===== config.mk =====
export PLATFORM = sky130hd
export DESIGN_NAME = pwm_duty_angle_decoder
export DESIGN_NICKNAME = d
export VERILOG_FILES = /design/src/rtl/core/pda_pkg.sv /design/src/rtl/core/pwm_duty_angle_decoder.sv /design/src/rtl/core/pda_div.sv /design/src/rtl/core/pda_datapath.sv /design/src/rtl/core/pda_ctrl.sv
export SDC_FILE = /design/constraint.sdc
export NUM_CORES = 1
export LEC_CHECK = 0
export BUFFER_PORTS_ARGS = -buffer_cell sky130_fd_sc_hd__buf_2
export CAP_MARGIN = 20
export CORE_ASPECT_RATIO = 1.25
export CORE_MARGIN = 5
export CORE_UTILIZATION = 55
export CTS_CLUSTER_DIAMETER = 80
export DETAILED_ROUTE_END_ITERATION = 6
export MAX_ROUTING_LAYER = met4
export PLACE_DENSITY_LB_ADDON = 0.15
export SLEW_MARGIN = 20
export SYNTH_ARGS = -nofsm -noshare
export SYNTH_HDL_FRONTEND = slang
export SYNTH_SLANG_ARGS = --single-unit

===== constraint.sdc =====
create_clock -name clk_i -period 8.75 [get_ports clk_i]
set_input_delay 1.75 -clock clk_i [delete_from_list [all_inputs] [get_ports clk_i]]
set_output_delay 1.75 -clock clk_i [all_outputs]
set_load 0.01 [all_outputs]

===== src/rtl/core/pda_pkg.sv =====
package pda_pkg;

  // defaults for the top-level parameters
  localparam int RING_DEPTH_DEF = 8;
  localparam int TIME_BITS_DEF  = 32;

  localparam int EDGE_TIME_W = 32;
  localparam int ANGLE_W     = 15;
  localparam int SLOT_OUT_W  = 3;
  localparam int DUTY_W      = 16;
  localparam int QUOT_BITS   = 16;  // quotient bits per division
  localparam int PROD_W      = 31;  // (duty - min) * full angle
  localparam int TDATA_IN_W  = 32;
  localparam int TDATA_OUT_W = 24;
  localparam int TUSER_OUT_W = 2;

  // configuration port
  localparam int CFG_ADDR_W = 2;
  localparam int CFG_DATA_W = 16;
  localparam logic [CFG_ADDR_W-1:0] CFG_AUTOCAL_EN = 2'd0;
  localparam logic [CFG_ADDR_W-1:0] CFG_MIN_START  = 2'd1;
  localparam logic [CFG_ADDR_W-1:0] CFG_MAX_START  = 2'd2;

  // duty acceptance as percent of period: 1 .. 99
  localparam int RATIO_PCT = 100;
  localparam int RATIO_MAX = 99;

  // Q0.16 thresholds, integer approximations of the fractional limits
  localparam logic [DUTY_W-1:0] AUTOCAL_LO   = 16'd11796;  // duty > 0.18
  localparam logic [DUTY_W-1:0] AUTOCAL_HI   = 16'd64226;  // duty < 0.98
  localparam logic [DUTY_W-1:0] CAL_MIN_LIM  = 16'd16384;  // min < 0.25
  localparam logic [DUTY_W-1:0] CAL_MAX_LIM  = 16'd60293;  // max > 0.92
  localparam logic [DUTY_W-1:0] MIN_DUTY_RST = 16'hFFFF;
  localparam logic [DUTY_W-1:0] MAX_DUTY_RST = 16'h0000;

  localparam logic [ANGLE_W-1:0] FULL_ANGLE = 15'd23040;  // 360 deg in Q9.6

  typedef struct packed {
    logic rise;       // shift rise timestamps
    logic fall;       // capture fall timestamp
    logic div_start;
    logic div_angle;  // 0: duty division, 1: angle division
    logic cal;        // take duty from divider, widen min/max
    logic rng;        // capture duty - min
    logic mul;        // scale by full angle
    logic res_clr;    // result invalid, angle 0
    logic res_zero;   // result valid, angle 0
    logic res_angle;  // result valid, angle from divider
    logic out_load;
  } pda_cmd_t;

  typedef struct packed {
    logic duty_ok;
    logic div_done;
    logic range_ok;
    logic in_range;
    logic out_free;
  } pda_sts_t;

endpackage


===== src/rtl/core/pwm_duty_angle_decoder.sv =====
// PWM duty-cycle angle decoder. Each input item is a timestamped edge of the
// vane signal: a rising edge is absorbed without stalling the input and
// produces no output; a falling edge produces one output item with the Q9.6
// angle, its valid flag, the ring slot it belongs to and the calibration flag.
// A falling edge keeps the input stalled while the angle is computed, until
// its result is loaded into the output register. A rejected duty skips both
// divisions and an angle outside the calibrated range skips the second, and
// the stall grows while the previous result still waits in the output
// register. Both divisions use the shared 16-step restoring divider, once for
// high/period and once for the angle scale.
// The output register lets the next edge be accepted while a result waits.
module pwm_duty_angle_decoder
  import pda_pkg::*;
#(
  parameter int RING_DEPTH = RING_DEPTH_DEF,
  parameter int TIME_BITS  = TIME_BITS_DEF
) (
  input  logic                   clk_i,
  input  logic                   rst_ni,
  input  logic                   s_axis_tvalid,
  output logic                   s_axis_tready,
  input  logic [TDATA_IN_W-1:0]  s_axis_tdata,   // [31:0] edge_time
  input  logic                   s_axis_tuser,   // [0] edge_level
  output logic                   m_axis_tvalid,
  input  logic                   m_axis_tready,
  output logic [TDATA_OUT_W-1:0] m_axis_tdata,   // [14:0] angle, [17:15] ring_slot
  output logic [TUSER_OUT_W-1:0] m_axis_tuser,   // [0] angle_valid, [1] calibrated
  input  logic                   cfg_we_i,
  input  logic [CFG_ADDR_W-1:0]  cfg_addr_i,
  input  logic [CFG_DATA_W-1:0]  cfg_wdata_i
);

  pda_cmd_t cmd;
  pda_sts_t sts;

  pda_ctrl u_ctrl (
    .clk_i     (clk_i),
    .rst_ni    (rst_ni),
    .s_valid_i (s_axis_tvalid),
    .s_level_i (s_axis_tuser),
    .s_ready_o (s_axis_tready),
    .cmd_o     (cmd),
    .sts_i     (sts)
  );

  pda_datapath #(
    .RING_DEPTH (RING_DEPTH),
    .TIME_BITS  (TIME_BITS)
  ) u_dp (
    .clk_i       (clk_i),
    .rst_ni      (rst_ni),
    .cmd_i       (cmd),
    .sts_o       (sts),
    .edge_time_i (s_axis_tdata),
    .cfg_we_i    (cfg_we_i),
    .cfg_addr_i  (cfg_addr_i),
    .cfg_wdata_i (cfg_wdata_i),
    .m_valid_o   (m_axis_tvalid),
    .m_ready_i   (m_axis_tready),
    .m_data_o    (m_axis_tdata),
    .m_user_o    (m_axis_tuser)
  );

  // a falling edge occupies the sequencer
  a_fall_stalls: assert property (@(posedge clk_i) disable iff (!rst_ni)
    s_axis_tvalid && s_axis_tready && !s_axis_tuser |=> !s_axis_tready)
    else $error("input ready after a falling edge");

  a_angle_bound: assert property (@(posedge clk_i) disable iff (!rst_ni)
    m_axis_tvalid |-> m_axis_tdata[ANGLE_W-1:0] <= FULL_ANGLE)
    else $error("angle beyond full circle");

  a_invalid_zero: assert property (@(posedge clk_i) disable iff (!rst_ni)
    m_axis_tvalid && !m_axis_tuser[0] |-> m_axis_tdata[ANGLE_W-1:0] == '0)
    else $error("invalid result carries nonzero angle");

endmodule


===== src/rtl/core/pda_div.sv =====
module pda_div
  import pda_pkg::*;
#(
  parameter int DW = TIME_BITS_DEF
) (
  input  logic                 clk_i,
  input  logic                 rst_ni,
  input  logic                 start_i,
  input  logic [DW-1:0]        divisor_i,
  input  logic [DW-1:0]        rem_init_i,  // must be below divisor
  input  logic [QUOT_BITS-1:0] dividend_lo_i,
  output logic                 done_o,
  output logic [QUOT_BITS-1:0] quot_o
);

  localparam int CNT_W = $clog2(QUOT_BITS);

  logic [DW-1:0]        div_q, rem_q, rem_d;
  logic [QUOT_BITS-1:0] lo_q, quo_q;
  logic [CNT_W-1:0]     cnt_q;
  logic                 busy_q, done_q;
  logic [DW:0]          shifted, diff;
  logic                 ge;

  // one restoring step per cycle
  assign shifted = {rem_q, lo_q[QUOT_BITS-1]};
  assign diff    = shifted - {1'b0, div_q};
  assign ge      = shifted >= {1'b0, div_q};
  assign rem_d   = ge ? diff[DW-1:0] : shifted[DW-1:0];

  always_ff @(posedge clk_i or negedge rst_ni) begin
    if (!rst_ni) begin
      busy_q <= 1'b0;
      done_q <= 1'b0;
      cnt_q  <= '0;
    end else if (start_i) begin
      busy_q <= 1'b1;
      done_q <= 1'b0;
      cnt_q  <= '0;
    end else if (busy_q) begin
      cnt_q <= cnt_q + 1'b1;
      if (cnt_q == CNT_W'(QUOT_BITS - 1)) begin
        busy_q <= 1'b0;
        done_q <= 1'b1;
      end
    end else begin
      done_q <= 1'b0;
    end
  end

  always_ff @(posedge clk_i) begin
    if (start_i) begin
      div_q <= divisor_i;
      rem_q <= rem_init_i;
      lo_q  <= dividend_lo_i;
    end else if (busy_q) begin
      rem_q <= rem_d;
      lo_q  <= {lo_q[QUOT_BITS-2:0], 1'b0};
      quo_q <= {quo_q[QUOT_BITS-2:0], ge};
    end
  end

  assign done_o = done_q;
  assign quot_o = quo_q;

endmodule


===== src/rtl/core/pda_datapath.sv =====
module pda_datapath
  import pda_pkg::*;
#(
  parameter int RING_DEPTH = RING_DEPTH_DEF,
  parameter int TIME_BITS  = TIME_BITS_DEF
) (
  input  logic                   clk_i,
  input  logic                   rst_ni,
  input  pda_cmd_t               cmd_i,
  output pda_sts_t               sts_o,
  input  logic [EDGE_TIME_W-1:0] edge_time_i,
  input  logic                   cfg_we_i,
  input  logic [CFG_ADDR_W-1:0]  cfg_addr_i,
  input  logic [CFG_DATA_W-1:0]  cfg_wdata_i,
  output logic                   m_valid_o,
  input  logic                   m_ready_i,
  output logic [TDATA_OUT_W-1:0] m_data_o,
  output logic [TUSER_OUT_W-1:0] m_user_o
);

  localparam int SW = $clog2(RING_DEPTH);
  localparam int CW = TIME_BITS + 7;  // room for 100 * time

  logic [TIME_BITS-1:0] prev_rise_q, last_rise_q, last_fall_q;
  logic [TIME_BITS-1:0] high, period;
  logic [CW-1:0]        high_x100, period_x99;
  logic [DUTY_W-1:0]    min_q, max_q, duty_q, diff_q, range, quot_duty;
  logic [PROD_W-1:0]    prod_q;
  logic                 autocal_q;
  logic [SW-1:0]        slot_q;
  logic [SW:0]          slot_inc;
  logic [ANGLE_W-1:0]   res_angle_q, out_angle_q;
  logic                 res_valid_q, out_valid_q;
  logic [SLOT_OUT_W-1:0] out_slot_q;
  logic                 out_cal_q, m_valid_q, calib;

  logic [TIME_BITS-1:0] div_divisor, div_rem;
  logic [QUOT_BITS-1:0] div_lo, div_quot;
  logic                 div_done;

  assign high       = last_fall_q - last_rise_q;
  assign period     = last_rise_q - prev_rise_q;
  assign high_x100  = CW'(high) * CW'(RATIO_PCT);
  assign period_x99 = CW'(period) * CW'(RATIO_MAX);
  assign range      = max_q - min_q;
  assign quot_duty  = div_quot[DUTY_W-1:0];
  assign calib      = (min_q < CAL_MIN_LIM) && (max_q > CAL_MAX_LIM);
  assign slot_inc   = {1'b0, slot_q} + 1'b1;

  always_comb begin
    if (cmd_i.div_angle) begin
      div_divisor = TIME_BITS'(range);
      div_rem     = TIME_BITS'(prod_q[PROD_W-1:QUOT_BITS]);
      div_lo      = prod_q[QUOT_BITS-1:0];
    end else begin
      // high < period here, so high << 16 yields a 16-bit quotient
      div_divisor = period;
      div_rem     = high;
      div_lo      = '0;
    end
  end

  pda_div #(
    .DW(TIME_BITS)
  ) u_div (
    .clk_i         (clk_i),
    .rst_ni        (rst_ni),
    .start_i       (cmd_i.div_start),
    .divisor_i     (div_divisor),
    .rem_init_i    (div_rem),
    .dividend_lo_i (div_lo),
    .done_o        (div_done),
    .quot_o        (div_quot)
  );

  always_comb begin
    sts_o.duty_ok  = (period != '0) && (high_x100 >= CW'(period)) &&
                     (high_x100 <= period_x99);
    sts_o.div_done = div_done;
    sts_o.range_ok = max_q > min_q;
    sts_o.in_range = (duty_q >= min_q) && (duty_q <= max_q);
    sts_o.out_free = !m_valid_q || m_ready_i;
  end

  always_ff @(posedge clk_i or negedge rst_ni) begin
    if (!rst_ni) begin
      prev_rise_q <= '0;
      last_rise_q <= TIME_BITS'(1);
      last_fall_q <= '0;
      min_q       <= MIN_DUTY_RST;
      max_q       <= MAX_DUTY_RST;
      autocal_q   <= 1'b1;
      slot_q      <= '0;
      m_valid_q   <= 1'b0;
    end else begin
      if (cmd_i.rise) begin
        prev_rise_q <= last_rise_q;
        last_rise_q <= edge_time_i[TIME_BITS-1:0];
      end
      if (cmd_i.fall) begin
        last_fall_q <= edge_time_i[TIME_BITS-1:0];
      end
      if (cfg_we_i) begin
        case (cfg_addr_i)
          CFG_AUTOCAL_EN: autocal_q <= cfg_wdata_i[0];
          CFG_MIN_START:  min_q     <= cfg_wdata_i;
          CFG_MAX_START:  max_q     <= cfg_wdata_i;
          default:        ;
        endcase
      end else if (cmd_i.cal && autocal_q) begin
        if (min_q > quot_duty && quot_duty > AUTOCAL_LO) begin
          min_q <= quot_duty;
        end
        if (max_q < quot_duty && quot_duty < AUTOCAL_HI) begin
          max_q <= quot_duty;
        end
      end
      if (cmd_i.out_load) begin
        m_valid_q <= 1'b1;
        if (res_valid_q) begin
          slot_q <= (slot_inc >= (SW + 1)'(RING_DEPTH)) ? '0 : slot_inc[SW-1:0];
        end
      end else if (m_ready_i) begin
        m_valid_q <= 1'b0;
      end
    end
  end

  always_ff @(posedge clk_i) begin
    if (cmd_i.cal) begin
      duty_q <= quot_duty;
    end
    if (cmd_i.rng) begin
      diff_q <= duty_q - min_q;
    end
    if (cmd_i.mul) begin
      prod_q <= PROD_W'(diff_q) * PROD_W'(FULL_ANGLE);
    end
    if (cmd_i.res_clr) begin
      res_angle_q <= '0;
      res_valid_q <= 1'b0;
    end else if (cmd_i.res_zero) begin
      res_angle_q <= '0;
      res_valid_q <= 1'b1;
    end else if (cmd_i.res_angle) begin
      res_angle_q <= div_quot[ANGLE_W-1:0];
      res_valid_q <= 1'b1;
    end
    if (cmd_i.out_load) begin
      out_angle_q <= res_angle_q;
      out_valid_q <= res_valid_q;
      out_slot_q  <= SLOT_OUT_W'(slot_q);
      out_cal_q   <= calib;
    end
  end

  assign m_valid_o = m_valid_q;
  assign m_data_o  = {(TDATA_OUT_W - SLOT_OUT_W - ANGLE_W)'(0), out_slot_q, out_angle_q};
  assign m_user_o  = {out_cal_q, out_valid_q};

endmodule


===== src/rtl/core/pda_ctrl.sv =====
module pda_ctrl
  import pda_pkg::*;
(
  input  logic     clk_i,
  input  logic     rst_ni,
  input  logic     s_valid_i,
  input  logic     s_level_i,
  output logic     s_ready_o,
  output pda_cmd_t cmd_o,
  input  pda_sts_t sts_i
);

  typedef enum logic [8:0] {
    ST_IDLE  = 9'b000000001,
    ST_CHECK = 9'b000000010,
    ST_DIV1  = 9'b000000100,
    ST_CAL   = 9'b000001000,
    ST_RNG   = 9'b000010000,
    ST_MUL   = 9'b000100000,
    ST_DST   = 9'b001000000,
    ST_DIV2  = 9'b010000000,
    ST_OUT   = 9'b100000000
  } state_e;

  state_e state_q, state_d;

  always_comb begin
    state_d   = state_q;
    cmd_o     = '0;
    s_ready_o = 1'b0;
    case (state_q)
      ST_IDLE: begin
        s_ready_o = 1'b1;
        if (s_valid_i) begin
          if (s_level_i) begin
            cmd_o.rise = 1'b1;
          end else begin
            cmd_o.fall = 1'b1;
            state_d    = ST_CHECK;
          end
        end
      end
      ST_CHECK: begin
        if (sts_i.duty_ok) begin
          cmd_o.div_start = 1'b1;
          state_d         = ST_DIV1;
        end else begin
          cmd_o.res_clr = 1'b1;
          state_d       = ST_OUT;
        end
      end
      ST_DIV1: begin
        if (sts_i.div_done) begin
          state_d = ST_CAL;
        end
      end
      ST_CAL: begin
        cmd_o.cal = 1'b1;
        state_d   = ST_RNG;
      end
      ST_RNG: begin
        if (!sts_i.range_ok) begin
          cmd_o.res_clr = 1'b1;
          state_d       = ST_OUT;
        end else if (!sts_i.in_range) begin
          cmd_o.res_zero = 1'b1;
          state_d        = ST_OUT;
        end else begin
          cmd_o.rng = 1'b1;
          state_d   = ST_MUL;
        end
      end
      ST_MUL: begin
        cmd_o.mul = 1'b1;
        state_d   = ST_DST;
      end
      ST_DST: begin
        cmd_o.div_start = 1'b1;
        cmd_o.div_angle = 1'b1;
        state_d         = ST_DIV2;
      end
      ST_DIV2: begin
        cmd_o.div_angle = 1'b1;
        if (sts_i.div_done) begin
          cmd_o.res_angle = 1'b1;
          state_d         = ST_OUT;
        end
      end
      ST_OUT: begin
        if (sts_i.out_free) begin
          cmd_o.out_load = 1'b1;
          state_d        = ST_IDLE;
        end
      end
      default: state_d = ST_IDLE;
    endcase
  end

  always_ff @(posedge clk_i or negedge rst_ni) begin
    if (!rst_ni) begin
      state_q <= ST_IDLE;
    end else begin
      state_q <= state_d;
    end
  end

endmodule

==> flow_summary_export.csv, run 1 <==
group,metric,value,unit
setup_path,startpoint_type,"flop",
synth,synth_warnings,0,
floorplan,die_w,223,microns
floorplan,die_height,277,microns
grt,grt_pass1_wl,136000,microns
drt,wl,86500,microns
grt,antenna_found_initial,0,
drt,drc,0,
sta,slew_headroom,27.2,%
clock_network,cts_buffers,38,
sta,worst_pin_slew,1090,ps
setup_path,slowest_stage,"dfstp_2",
synth,ys_seq_area_share,28.4,%
clock_network,path_clk_slew,60,ps
placed_design,dp_hpwl,69500,microns
clock_network,clkLatencyLatePin,560,ps
setup_path,worstSetupPathType,"reg2reg",
flow_run,cap_violations,0,
layout,diodes,0,
setup_path,cp_max_fo,7,
layout,drive_above_1_share,15.2,%
floorplan,ios,84,
clock_network,htree_levels,2,
grt,grt_pass1_vias,26200,
synth,synthFlopType,"edfxtp_1",
floorplan,initial_core_util,55.7,%
grt,grtUsageTotal,27.8,%
drt,drt-pass1-iter-count,5,
clock_network,cts_tree,"done",
sta,slew_violations,0,
setup_path,cp_data_required_time,9050,ps
synth,ys_ff_latch,325,
clock_network,root_buffer,"clkbuf_16",
setup_path,worst_ep_arrival_time,8770,ps
sta,skew,20.6,ps
hold_path,min_path_type,"reg2reg",
sta,finalHoldViolations,0,
synth,syn_inst,3406,
drt,ant_nets,0,
sta,finalSetupViolations,0,
synth,async_flop_share,45.5,%
sta,layout_min_cycle_time,8480,ps
status,outcome,"complete, no violations",
placed_design,portBuffers,77,
sta,whs,439,ps
floorplan,die_area,61800,sq um
drt,vias,25600,
grt,grt-ovfl-total,0,
synth,synth_edf_count,161,
sta,fmax,0.118,GHz
layout,nets,4286,
clock_network,cts_max_path_buffers,3,
grt,grt_max_degree,97,
clock_network,clock-sinks,325,
sta,post-route-period-util,96.9,%
setup_path,endpoint_kind,"flop",
layout,areaGrowthSynthToFinish,14.2,%
floorplan,core-area,56200,sq um
floorplan,rows,97,
drt,wire_per_inst,19.7,microns
placed_design,place_congestion,1.01,
setup_path,critPathMaxStageDelay,580,ps
drt,viasPerCell,5.83,
synth,synth_cell_types,95,
synth,synth.cell_area,31300,sq um
drt,drt_iter0_markers,1341,
synth,syn_avg_cell_area,9.18,sq um
## path summary, 6_finish.rpt
kind                                      from                   end  slack [ps]  cells past startpoint
setup / recovery           u_dp.last_rise_q[0]  u_dp.u_div.rem_q[15]         270                     39
hold / removal             u_dp.res_angle_q[1]   u_dp.out_angle_q[1]         440                      0
setup reg to reg           u_dp.last_rise_q[0]  u_dp.u_div.rem_q[15]         270                     39
hold reg to reg            u_dp.res_angle_q[1]   u_dp.out_angle_q[1]         440                      0
max in group asynchronous               rst_ni   u_dp.last_rise_q[1]        6120                      2
min in group asynchronous               rst_ni  u_dp.last_rise_q[28]        1280                      1
## worst max-delay path, delay by kind of cell (launching register included)
kind | cells | cell delay, ps
fa+ha+maj | 7 | 2080
compound gates | 17 | 3580
buf+inv | 9 | 1090
xor+xnor | 1 | 160
simple gates | 4 | 420
mux | 1 | 300
flops | 1 | 580
## cell usage in the layout (no fill, tap or decap), drive strengths merged, types with 87 or more instances in the layout
cell type,synthesis,layout
edfxtp,161,161
o21ai,217,217
fa,87,87
inv,495,501
nand2,266,266
buf,20,243
nor2,166,166
dfrtp,129,129
ha,520,520
xnor2,122,122
a21oi,214,214
a21o,129,129
## sequential cells by signal, summed over array words and instances (netlist names), 3 cells and up
register,flops
u_dp.prod_q,22
u_ctrl.state_q,9
u_dp.min_q,16
u_dp.diff_q,16
u_dp.out_slot_q,3
u_dp.slot_q,3
u_dp.res_angle_q,15
u_dp.out_angle_q,15
u_dp.u_div.div_q,32
u_dp.prev_rise_q,32
u_dp.last_rise_q,32
u_dp.u_div.cnt_q,4
u_dp.max_q,16
u_dp.u_div.quot_o,16
u_dp.last_fall_q,32
u_dp.duty_q,16
u_dp.u_div.lo_q,7
u_dp.u_div.rem_q,32
## area by class of cell
class,instances,area (sq um)
inverter,495,1860
sequential,325,8880
tap,742,928
clock buffer,48,1040
timing repair buffer,246,1790
clock inverter,22,248
fill,4747,20500
multi-input combinational,2517,21000
## cell families (layout without fill, tap and decap cells)
kind of cell | after synthesis | after routing | synth area share (%)
and+or+nand+nor | 782 | 782 | 12.1
buffers and inverters | 569 | 811 | 7.00
AOI/OAI and AO/OA | 830 | 830 | 17.2
DFF | 325 | 325 | 28.4
other | 1 | 6 | 0.0120
adders and majority gates | 607 | 607 | 26.4
muxes | 85 | 85 | 3.01
xor gates and xnor gates | 207 | 207 | 5.86
## stage by stage
stage          instances  TNS, ps  area, sq um  setup WS, ps  util [%]
4_1_cts             4371        0        34800          35.3      61.9
3_3_place_gp        4300        0        33500          12.5      59.6
5_1_grt             4395    -1490        35700         -71.5      63.6
2_1_floorplan       3411        0        31300          17.9         -
6_report            4395        0        35700           275      63.6
3_5_place_dp        4300    -6300        33500          -114      59.6
## repair_timing
item,4_1_cts,5_1_grt
resized for setup,7,133
setup endpoints to repair,130,149
pin swaps,5,71
hold buffers,0,0
gates cloned,0,3
buffers inserted,1,23
## routing by layer
layer | part of all wire [%] | GRT usage (%) | up-vias
met5 | 0 | - | -
met4 | 7.2 | 16.2 | 0
met3 | 2.9 | 2.12 | 236
met2 | 52 | 50.5 | 588
met1 | 38 | 29.6 | 12400
li1 | - | - | 12400
## cells in the mapped netlist (all sizes together) (12+ instances only)
cell type | number | area share (%)
fa | 87 | 5.6
a211oi | 24 | 0.63
xnor2 | 122 | 3.4
nand4 | 52 | 1.0
nor4 | 14 | 0.28
ha | 520 | 21
nor2 | 166 | 2.0
a21boi | 14 | 0.34
o2111ai | 16 | 0.45
a21oi | 214 | 3.4
o211ai | 16 | 0.40
edfxtp | 161 | 15
xor2 | 84 | 2.4
nand2 | 266 | 3.2
inv | 495 | 5.9
nand3 | 54 | 0.86
o21bai | 22 | 0.53
mux2 | 73 | 2.6
nor3 | 35 | 0.56
dfxtp | 16 | 1.0
nand2b | 47 | 0.94
clkbuf | 54 | 0.65
dfrtp | 129 | 10
o21ai | 217 | 3.5
buf | 20 | 0.42
a31oi | 15 | 0.30
and2 | 16 | 0.33
and3 | 23 | 0.46
a21o | 129 | 3.1
o21a | 35 | 0.84
nor2b | 43 | 0.86
dfstp | 19 | 1.6
o31ai | 19 | 0.46
mux2i | 12 | 0.38
or3 | 16 | 0.32
Power of run 1 is left out: the tool's default activity adds up to more than one toggle a clock period on the data nets, which glitch-free logic cannot reach.
==> inputs of run 2 (changes only) <==
--- a/config.mk
+++ b/config.mk
@@ -9,7 +9,7 @@
 export CAP_MARGIN = 20
 export CORE_ASPECT_RATIO = 1.25
 export CORE_MARGIN = 5
-export CORE_UTILIZATION = 55
+export CORE_UTILIZATION = 59
 export CTS_CLUSTER_DIAMETER = 80
 export DETAILED_ROUTE_END_ITERATION = 6
 export MAX_ROUTING_LAYER = met4
==> flow_summary_export.csv, run 2 (same netlist as run 1, synthesis figures left out) <==
group,metric,value,unit
status,outcome,"complete, no violations",
hold_path,min_path_type,"reg2reg",
placed_design,portBuffers,77,
layout,final_util,67.6,%
sta,slew_violations,0,
layout,nets,4291,
drt,viasPerCell,5.92,
grt,antenna_found_initial,0,
grt,grt_pass1_wl,136000,microns
drt,vias,25600,
layout,fillers,4274,
sta,fmax,0.117,GHz
drt,wl,86300,microns
layout,multi_input_area,20900,sq um
floorplan,die_height,267,microns
sta,post-route-period-util,97.7,%
setup_path,endpoint_kind,"flop",
setup_path,critPathMaxStageDelay,590,ps
layout,fin_cells,4328,
clock_network,cts_max_path_buffers,3,
placed_design,dp_hpwl,69800,microns
sta,skew,26.4,ps
floorplan,die_area,57800,sq um
drt,drt-pass1-iter-count,5,
placed_design,place_congestion,0.980,
sta,finalSetupViolations,0,
layout,areaGrowthSynthToFinish,13.7,%
placed_design,dp_cells,4231,
floorplan,ios,84,
drt,ant_nets,0,
floorplan,initial_core_util,59.5,%
setup_path,worstSetupPathType,"reg2reg",
sta,slew_headroom,27.3,%
clock_network,clock-sinks,325,
sta,worst_pin_slew,1090,ps
layout,layout_common_cells,"ha_1, inv_1, nand2_1, o21ai_0, a21oi_1",
floorplan,rows,94,
clock_network,path_clk_slew,60,ps
sta,layout_min_cycle_time,8550,ps
layout,diodes,0,
flow_run,cap_violations,0,
grt,grtUsageTotal,30.2,%
grt,grt_pass1_vias,26200,
setup_path,cp_data_required_time,9040,ps
clock_network,cts_tree,"done",
clock_network,root_buffer,"clkbuf_16",
grt,grt-ovfl-total,0,
floorplan,die_w,216,microns
drt,drc,0,
clock_network,clkLatencyLatePin,550,ps
drt,wire_per_inst,19.9,microns
setup_path,worst_ep_arrival_time,8830,ps
layout,drive_above_1_share,15.1,%
layout,regArea,8880,sq um
setup_path,cp_max_fo,8,
floorplan,core-area,52600,sq um
drt,drt_iter0_markers,1500,
clock_network,cts_buffers,37,
clock_network,htree_levels,2,
grt,grt_max_degree,95,
setup_path,startpoint_type,"flop",
layout,layout_commonest_cell,"ha_1",
sta,finalHoldViolations,0,
setup_path,slowest_stage,"fa_2",
-- run 2: cell type report --
type,instances,area share (%)
Multi-Input combinational cell,2517,58.8
Sequential cell,325,25.0
Inverter,495,5.23
Timing Repair Buffer,252,5.14
Clock buffer,50,2.97
Tap cell,672,2.36
Clock inverter,17,0.482
-- run 2: routing by layer --
layer / global-route usage [%] / vias up / share of wire (%)
met4: 17.7 / 0 / 7.5
met1: 31.5 / 12400 / 37
met3: 2.62 / 235 / 3.4
li1: - / 12400 / -
met5: - / - / 0
met2: 55.5 / 614 / 52
-- run 2: repair_timing --
| action | CTS | global route |
|---|---|---|
| setup endpoints to repair | 146 | 149 |
| cloned | 1 | 2 |
| hold buffers | 0 | 0 |
| buffers inserted | 2 | 24 |
| pin swaps | 3 | 72 |
| resized for setup | 15 | 119 |
-- run 2: critical path, delay by kind of cell, from the launching register on --
| family | cells | cell delay (ps) |
|---|---|---|
| flops | 1 | 570 |
| simple gates | 3 | 620 |
| mux | 1 | 310 |
| fa+ha+maj | 8 | 2590 |
| buf+inv | 8 | 930 |
| compound gates | 16 | 3040 |
| xor+xnor | 1 | 200 |
-- run 2: worst paths after layout --
| check | end | start | slack (ps) | depth (start not counted) |
|---|---|---|---|---|
| setup / recovery | u_dp.u_div.rem_q[15] | u_dp.last_rise_q[0] | 200 | 37 |
| hold / removal | u_dp.out_angle_q[7] | u_dp.res_angle_q[7] | 430 | 0 |
| setup reg to reg | u_dp.u_div.rem_q[15] | u_dp.last_rise_q[0] | 200 | 37 |
| hold reg to reg | u_dp.out_angle_q[7] | u_dp.res_angle_q[7] | 430 | 0 |
| max in group asynchronous | u_dp.max_q[11] | rst_ni | 6190 | 2 |
| min in group asynchronous | u_dp.last_fall_q[28] | rst_ni | 1260 | 1 |
-- run 2: metrics by stage --
| step | setup slack [ps] | hold WS, ps | setup TNS, ps | cell area, sq um |
|---|---|---|---|---|
| detailed placement | -243 | 413 | -20100 | 33400 |
| global route | -81.7 | 441 | -2850 | 35600 |
| global placement | 45.1 | 415 | 0 | 33400 |
| finish | 201 | 433 | 0 | 35600 |
| CTS | 8.10 | 437 | 0 | 34700 |
| floorplan | 17.9 | 408 | 0 | 31300 |
Power of run 2 is left out for the same reason.
